$ cat src/rtl/sptp_pkg.sv
// Shared types and constants for the servo PWM timer with compare preload.
`default_nettype none

package sptp_pkg;

    localparam int CHANNEL_COUNT_DEF = 3;
    localparam int COUNT_BITS_DEF    = 16;

    localparam int PULSE_BITS   = 16;
    localparam int CFG_IDX_BITS = 3;
    localparam int PIN_COUNT    = 3;

    typedef enum logic [1:0] {
        REQ_TICK  = 2'd0,
        REQ_WRITE = 2'd1,
        REQ_READ  = 2'd2,
        REQ_NONE  = 2'd3
    } req_type_t;

    typedef enum logic [CFG_IDX_BITS-1:0] {
        REG_PRESCALE = 3'd0,
        REG_RELOAD   = 3'd1,
        REG_FLOOR    = 3'd2,
        REG_CEILING  = 3'd3,
        REG_NEUTRAL  = 3'd4,
        REG_IDLE     = 3'd5
    } reg_index_t;

    localparam logic [PULSE_BITS-1:0] PRESCALE_RESET = 16'd83;
    localparam logic [PULSE_BITS-1:0] RELOAD_RESET   = 16'd19999;
    localparam logic [PULSE_BITS-1:0] FLOOR_RESET    = 16'd1000;
    localparam logic [PULSE_BITS-1:0] CEILING_RESET  = 16'd2000;
    localparam logic [PULSE_BITS-1:0] NEUTRAL_RESET  = 16'd1500;
    localparam logic [PULSE_BITS-1:0] IDLE_RESET     = 16'd1000;

endpackage

`default_nettype wire

$ cat src/rtl/servo_pwm_timer_preload_unit.sv
// Servo PWM timer: prescaler, frame counter, preloaded compares and result buffer.
// Latency: a result is valid in the cycle after its request transaction while the
// output register is free, else it waits in the skid. Throughput: one request
// per cycle while the skid is empty; the counter step, clamp and compare logic
// all settle between the request edge and the result register. A two-entry result
// buffer (output register plus skid) takes one more request while the result side
// stalls. Reset clears buffer and counters and restores registers and compares.
`default_nettype none

module servo_pwm_timer_preload_unit #(
    parameter int CHANNEL_COUNT = sptp_pkg::CHANNEL_COUNT_DEF,
    parameter int COUNT_BITS    = sptp_pkg::COUNT_BITS_DEF
) (
    input  wire logic                                 clk,
    input  wire logic                                 rst_n,
    input  wire logic                                 cfg_valid,
    output logic                                      cfg_ready,
    input  wire logic [sptp_pkg::CFG_IDX_BITS-1:0]    cfg_index,
    input  wire logic [sptp_pkg::PULSE_BITS-1:0]      cfg_data,
    input  wire logic                                 req_valid,
    output logic                                      req_ready,
    input  wire logic [1:0]                           req_type,
    input  wire logic [1:0]                           channel,
    input  wire logic [sptp_pkg::PULSE_BITS-1:0]      pulse_in,
    output logic                                      res_valid,
    input  wire logic                                 res_ready,
    output logic [sptp_pkg::PIN_COUNT-1:0]            pin_levels,
    output logic [sptp_pkg::PULSE_BITS-1:0]           read_value,
    output logic                                      update_event
);

    import sptp_pkg::*;

    localparam int CMP_BITS = (COUNT_BITS > PULSE_BITS) ? COUNT_BITS : PULSE_BITS;

    typedef struct packed {
        logic [PIN_COUNT-1:0]  pins;
        logic [PULSE_BITS-1:0] rdata;
        logic                  upd;
    } result_t;

    logic [PULSE_BITS-1:0] prescale_div_reg;
    logic [PULSE_BITS-1:0] reload_value_reg;
    logic [PULSE_BITS-1:0] pulse_floor_reg;
    logic [PULSE_BITS-1:0] pulse_ceiling_reg;

    logic [PULSE_BITS-1:0] prescale_count_reg, prescale_count_next;
    logic [COUNT_BITS-1:0] frame_count_reg, frame_count_next;
    logic [PULSE_BITS-1:0] preload_reg [CHANNEL_COUNT];
    logic [PULSE_BITS-1:0] preload_next [CHANNEL_COUNT];
    logic [PULSE_BITS-1:0] active_reg [CHANNEL_COUNT];
    logic [PULSE_BITS-1:0] active_next [CHANNEL_COUNT];

    result_t out_reg, skid_reg, result_next;
    logic    out_valid_reg, skid_valid_reg;

    logic                  req_accept;
    logic                  out_fire;
    logic                  update_next;
    logic [PULSE_BITS-1:0] clamped;
    logic [PULSE_BITS-1:0] rdata_next;
    logic [PIN_COUNT-1:0]  pins_next;
    logic [CMP_BITS-1:0]   frame_ext;

    assign cfg_ready  = 1'b1;
    assign req_ready  = !skid_valid_reg;
    assign req_accept = req_valid && req_ready;
    assign out_fire   = out_valid_reg && res_ready;

    // Configuration registers; the reset compare values only matter at reset,
    // so writes to their indexes are dropped.
    always_ff @(posedge clk or negedge rst_n)
    begin
        if (!rst_n)
        begin
            prescale_div_reg  <= PRESCALE_RESET;
            reload_value_reg  <= RELOAD_RESET;
            pulse_floor_reg   <= FLOOR_RESET;
            pulse_ceiling_reg <= CEILING_RESET;
        end
        else if (cfg_valid && cfg_ready)
        begin
            case (cfg_index)
                REG_PRESCALE: prescale_div_reg  <= cfg_data;
                REG_RELOAD:   reload_value_reg  <= cfg_data;
                REG_FLOOR:    pulse_floor_reg   <= cfg_data;
                REG_CEILING:  pulse_ceiling_reg <= cfg_data;
                default:      ;
            endcase
        end
    end

    always_comb
    begin
        if (pulse_in < pulse_floor_reg)
            clamped = pulse_floor_reg;
        else if (pulse_in > pulse_ceiling_reg)
            clamped = pulse_ceiling_reg;
        else
            clamped = pulse_in;
    end

    always_comb
    begin
        prescale_count_next = prescale_count_reg;
        frame_count_next    = frame_count_reg;
        update_next         = 1'b0;
        rdata_next          = '0;
        for (int c = 0; c < CHANNEL_COUNT; c++)
        begin
            preload_next[c] = preload_reg[c];
            active_next[c]  = active_reg[c];
        end

        case (req_type)
            REQ_TICK:
            begin
                if (prescale_count_reg < prescale_div_reg)
                    prescale_count_next = prescale_count_reg + 1'b1;
                else
                begin
                    prescale_count_next = '0;
                    if (CMP_BITS'(frame_count_reg) < CMP_BITS'(reload_value_reg))
                        frame_count_next = frame_count_reg + 1'b1;
                    else
                    begin
                        frame_count_next = '0;
                        update_next      = 1'b1;
                        for (int c = 0; c < CHANNEL_COUNT; c++)
                            active_next[c] = preload_reg[c];
                    end
                end
            end
            REQ_WRITE:
            begin
                for (int c = 0; c < CHANNEL_COUNT; c++)
                    if (channel == 2'(c))
                        preload_next[c] = clamped;
            end
            REQ_READ:
            begin
                for (int c = 0; c < CHANNEL_COUNT; c++)
                    if (channel == 2'(c))
                        rdata_next = preload_reg[c];
            end
            default: ;
        endcase
    end

    assign frame_ext = CMP_BITS'(frame_count_next);

    // Pin levels reflect the state after the request has been applied.
    for (genvar p = 0; p < PIN_COUNT; p++)
    begin : g_pin
        if (p < CHANNEL_COUNT)
        begin : g_used
            assign pins_next[p] = frame_ext < CMP_BITS'(active_next[p]);
        end
        else
        begin : g_unused
            assign pins_next[p] = 1'b0;
        end
    end

    assign result_next = '{pins: pins_next, rdata: rdata_next, upd: update_next};

    always_ff @(posedge clk or negedge rst_n)
    begin
        if (!rst_n)
        begin
            prescale_count_reg <= '0;
            frame_count_reg    <= '0;
            for (int c = 0; c < CHANNEL_COUNT; c++)
            begin
                preload_reg[c] <= (c < 2) ? NEUTRAL_RESET : IDLE_RESET;
                active_reg[c]  <= (c < 2) ? NEUTRAL_RESET : IDLE_RESET;
            end
        end
        else if (req_accept)
        begin
            prescale_count_reg <= prescale_count_next;
            frame_count_reg    <= frame_count_next;
            for (int c = 0; c < CHANNEL_COUNT; c++)
            begin
                preload_reg[c] <= preload_next[c];
                active_reg[c]  <= active_next[c];
            end
        end
    end

    // Result buffer: the skid entry catches a transaction taken while the
    // output register is stalled, and drains into it on the next hand-off.
    always_ff @(posedge clk or negedge rst_n)
    begin
        if (!rst_n)
        begin
            out_valid_reg  <= 1'b0;
            skid_valid_reg <= 1'b0;
        end
        else if (out_fire || !out_valid_reg)
        begin
            if (skid_valid_reg)
            begin
                out_valid_reg  <= 1'b1;
                skid_valid_reg <= 1'b0;
            end
            else
                out_valid_reg <= req_accept;
        end
        else if (req_accept)
            skid_valid_reg <= 1'b1;
    end

    always_ff @(posedge clk)
    begin
        if (out_fire || !out_valid_reg)
        begin
            if (skid_valid_reg)
                out_reg <= skid_reg;
            else if (req_accept)
                out_reg <= result_next;
        end
        else if (req_accept)
            skid_reg <= result_next;
    end

    assign res_valid    = out_valid_reg;
    assign pin_levels   = out_reg.pins;
    assign read_value   = out_reg.rdata;
    assign update_event = out_reg.upd;

`ifndef ASSERT_OFF
    a_skid_behind_out: assert property (@(posedge clk) disable iff (!rst_n)
        skid_valid_reg |-> out_valid_reg)
        else $error("skid entry holds a result while the output register is empty");

    a_update_clears_frame: assert property (@(posedge clk) disable iff (!rst_n)
        (req_accept && update_next) |=> (frame_count_reg == '0 && prescale_count_reg == '0))
        else $error("update event did not restart the counters");

    a_non_tick_holds_count: assert property (@(posedge clk) disable iff (!rst_n)
        (req_accept && req_type != REQ_TICK) |=>
            ($stable(frame_count_reg) && $stable(prescale_count_reg)))
        else $error("counters moved on a request that is not a tick");

    a_skid_drains: assert property (@(posedge clk) disable iff (!rst_n)
        (skid_valid_reg && res_ready) |=> !skid_valid_reg)
        else $error("skid entry did not drain after a result hand-off");
`endif

endmodule

`default_nettype wire

$ cat config.mk
export PLATFORM = sky130hd
export DESIGN_NAME = servo_pwm_timer_preload_unit
export DESIGN_NICKNAME = d
export VERILOG_FILES = /design/src/rtl/sptp_pkg.sv /design/src/rtl/servo_pwm_timer_preload_unit.sv
export SDC_FILE = /design/constraint.sdc
export NUM_CORES = 1
export LEC_CHECK = 0
export BUFFER_PORTS_ARGS = -buffer_cell sky130_fd_sc_hd__buf_4
export CAP_MARGIN = 0
export CORE_MARGIN = 5
export CORE_UTILIZATION = 31
export CTS_CLUSTER_SIZE = 20
export DETAILED_ROUTE_END_ITERATION = 12
export HOLD_SLACK_MARGIN = 0.06
export PLACE_DENSITY = 0.56
export SYNTH_ARGS = -nofsm -noshare
export SYNTH_HDL_FRONTEND = slang
export SYNTH_SLANG_ARGS = --single-unit
$ cat constraint.sdc
create_clock -name clk -period 7.3 [get_ports clk]
set_clock_uncertainty 0.15 [all_clocks]
set_input_delay 1.46 -clock clk [delete_from_list [all_inputs] [get_ports clk]]
set_output_delay 1.46 -clock clk [all_outputs]
set_load 0.05 [all_outputs]
==> reports/results.txt <==
IO buf count - 65
Register-to-register setup slack - 2210 ps
Status - completed
Root Driver - clkbuf_16
Final setup fails - 0
RSZ-0062 raised after global routing - no
ANT nets after route - 0
Initial Utilization - 31.3%
Final net count - 1499
Filler cells - 4239
CP Class - register to register
Max-slew headroom - 26.0%
Synth top area share - 24.7%
Type of origin of the critical path - register
Max-slew violation count - 0
Most frequent cells in the layout - nand2_1, o21ai_0, dfrtp_1
Via count - 9497
Prevailing post-synth register cell - dfrtp_1
Vias in the first global route - 9337
Met3 usage - 2.37%
First drt pass iteration count - 5
Worst Max-Slew Pin Slew - 1110 ps
Post-synth net total - 1448
R2R depth - 18
Internal power - 0.00273 W
Final worst slack - 2210 ps
Row count - 75
Final non-filler cell total - 1908
Crit end category - register
Final WL - 34000 um
Die area - 46400 um2
GPL Wtd Cong - 0.862
CTS Buffer Depth - 3
DIE WIDTH - 216 um
Sw Share - 30.6%
Final hold vios - 0
DR WL/cell - 17.8 um
Clock-pin transition on the worst setup and hold timing paths - 60 ps
Commonest non-fill, non-tap cell in the layout - nand2_1
H-tree Lvls - 1
Met2 Track Usage GR - 22.7%
YS warnings - 0
VDD IR max - 185 uV
Worst Hold Depth - 2
Total CTS buffers - 27
GRT Total Usage - 14.5%
Worst Path Max Fanout - 69
P per Cell Area - 262 nW/um2
Setup WS pre-CTS - 2110 ps
Core Area - 41900 um2
I/O Pins - 67
Worst hold endpoint - active_reg[24]$_DFFE_PN1P_
Design Power - 0.00393 W
Synth top area cells - dfrtp_1, dfstp_2, ha_1
Largest net degree at the start of global routing - 111
Gate Count Post-Synth - 1297
Post-synth ARST share - 82.9%
Maxcap violations - 0
Cell Area, Synth - 13100 um2
Fin crit period - 5090 ps
Number of setup buffers added after CTS - 0
Critical Path RT - 7550 ps
Register area share after synthesis - 46.9%
Worst hold start - active_reg[24]$_DFFE_PN1P_
Reg-to-reg critical path endpoint - pin_levels[0]$_DFFE_PP_
Netlist cell types - 67
Reg2reg start - reload_value_reg[11]$_DFFE_PN1P_
Placed insts - 1858
CTS tree - done
Post-DR vias/cell - 4.98
Arrival time worst endpoint - 5340 ps
Sink Count - 234
Leading area contributor after synthesis - dfrtp_1
Area Growth Syn to Fin - 14.7%
# DRC - 0
Post-route setup TNS - 0 ps
Met1 Use GR - 21.2%
First-pass GRT wire length - 54200 um
Hold buffers post-CTS - 0
Post_cts resized - 0
Synthesized flop and latch total - 234
Switching Power - 0.00120 W
Sequential Power Share - 44.3%
Logic pwr share - 20.7%
GR peak layer - met2
Post-Syn Area per Cell - 10.1 um2
Post-detail-place hpwl - 25000 um
Share of layout cells above drive strength 1 - 19.0%
Clock power frac - 35.1%
P_leak - 6.50 nW
GRT overflow - 0
Worst skew pair latency - 540 ps
HP Class - register to register
Number of synthesized flops with an enable pin - 40
Die height - 216 um
Period utilization - 69.7%
Initial drt markers - 744
Max Fclk - 197 MHz
Initial antenna violation count - 1
==> power groups by stage <==
stage          logic (W)  registers, W  clock network [W]
3_5_place_dp    0.000811       0.00176                  0
4_1_cts         0.000818       0.00174            0.00141
5_1_grt         0.000926       0.00177            0.00146
6_report        0.000811       0.00174            0.00138
3_3_place_gp    0.000792       0.00176                  0
2_1_floorplan   0.000515       0.00175                  0
==> how the worst max path moves through the flow <==
stage | start | to | slack, ps | cells past startpoint
floorplan | req_type[1] | pin_levels[2]$_DFFE_PP_ | 2740 | 19
global placement | req_type[1] | pin_levels[2]$_DFFE_PP_ | 2130 | 16
detailed placement | req_type[1] | pin_levels[0]$_DFFE_PP_ | 2110 | 15
CTS | reload_value_reg[11]$_DFFE_PN1P_ | pin_levels[0]$_DFFE_PP_ | 2250 | 18
global route | reload_value_reg[11]$_DFFE_PN1P_ | pin_levels[2]$_DFFE_PP_ | 1900 | 19
finish | reload_value_reg[11]$_DFFE_PN1P_ | pin_levels[0]$_DFFE_PP_ | 2210 | 18
==> cell families (layout without fill, tap and decap cells) <==
logic type               after synthesis  count (layout)  synth area share, %
AND/OR/NAND/NOR                      371             371                 12.7
flip-flops                           234             234                 46.9
AO/OA/AOI/OAI                        299             299                 13.5
buffers and inverters                128             199                 4.37
other                                  1               2               0.0286
adder cells (fa/ha/maj)              107             107                 10.2
multiplexers                         134             134                 10.8
XOR/XNOR                              23              23                 1.54
==> worst max-delay path, stage by stage (launching register included) <==
cell and delay, ps:
dfstp_2 520, inv_1 40, ha_1 290, nand3_1 110, or4_1 540, o32ai_2 260, or2_1 440, nand2_4 130
inv_6 530, mux2i_1 340, ha_1 290, a21o_1 170, a21o_1 170, a21oi_1 150, nor2_1 70, a211oi_1 260
o21ai_0 170, nor2_1 110, a22o_1 130
==> metrics by stage <==
step           hold WS [ps]  cell area, um2  util (%)
4_1_cts                 315           15000      35.9
3_5_place_dp            306           14100      33.7
6_report                314           15000      35.9
3_3_place_gp            301           14100      33.7
2_1_floorplan           295           13100         -
5_1_grt                 325           15000      35.9
==> synth_stat cells, types with 4 or more instances <==
cell type	count
nand3_1	15
mux2_2	57
a21o_1	18
nand4_1	16
o211ai_1	5
nor2_1	53
buf_2	4
o21a_1	11
or3_1	5
a211oi_1	6
and3_1	9
xnor2_1	6
dfstp_2	65
o31ai_1	10
nor3_1	7
ha_1	107
mux2i_1	77
nand2_1	215
clkbuf_1	42
nor2b_1	12
buf_6	4
o21ai_0	174
nand2b_1	8
a21oi_1	28
inv_1	69
edfxtp_1	40
o21ai_1	22
dfrtp_1	129
xor2_1	17
and2_1	18
==> final cells by class <==
cell class                 count  area (um2)  area share [%]
clock buffer                  36         739            4.93
antenna                        1        2.50          0.0167
sequential                   234        6140            40.9
multi-input combinational    935        6430            42.8
inverter                      71         272            1.81
tap                          539         674            4.49
clock inverter                13         154            1.03
timing repair buffer          79         599            3.99
==> routing by layer <==
metal  share of wire, %  vias to the layer above
met5                  0                        -
met4                1.6                        0
met3                4.7                       37
met2                 45                      209
met1                 49                     4583
li1                   -                     4668
No activity file was read; power rests on OpenSTA's default activity.
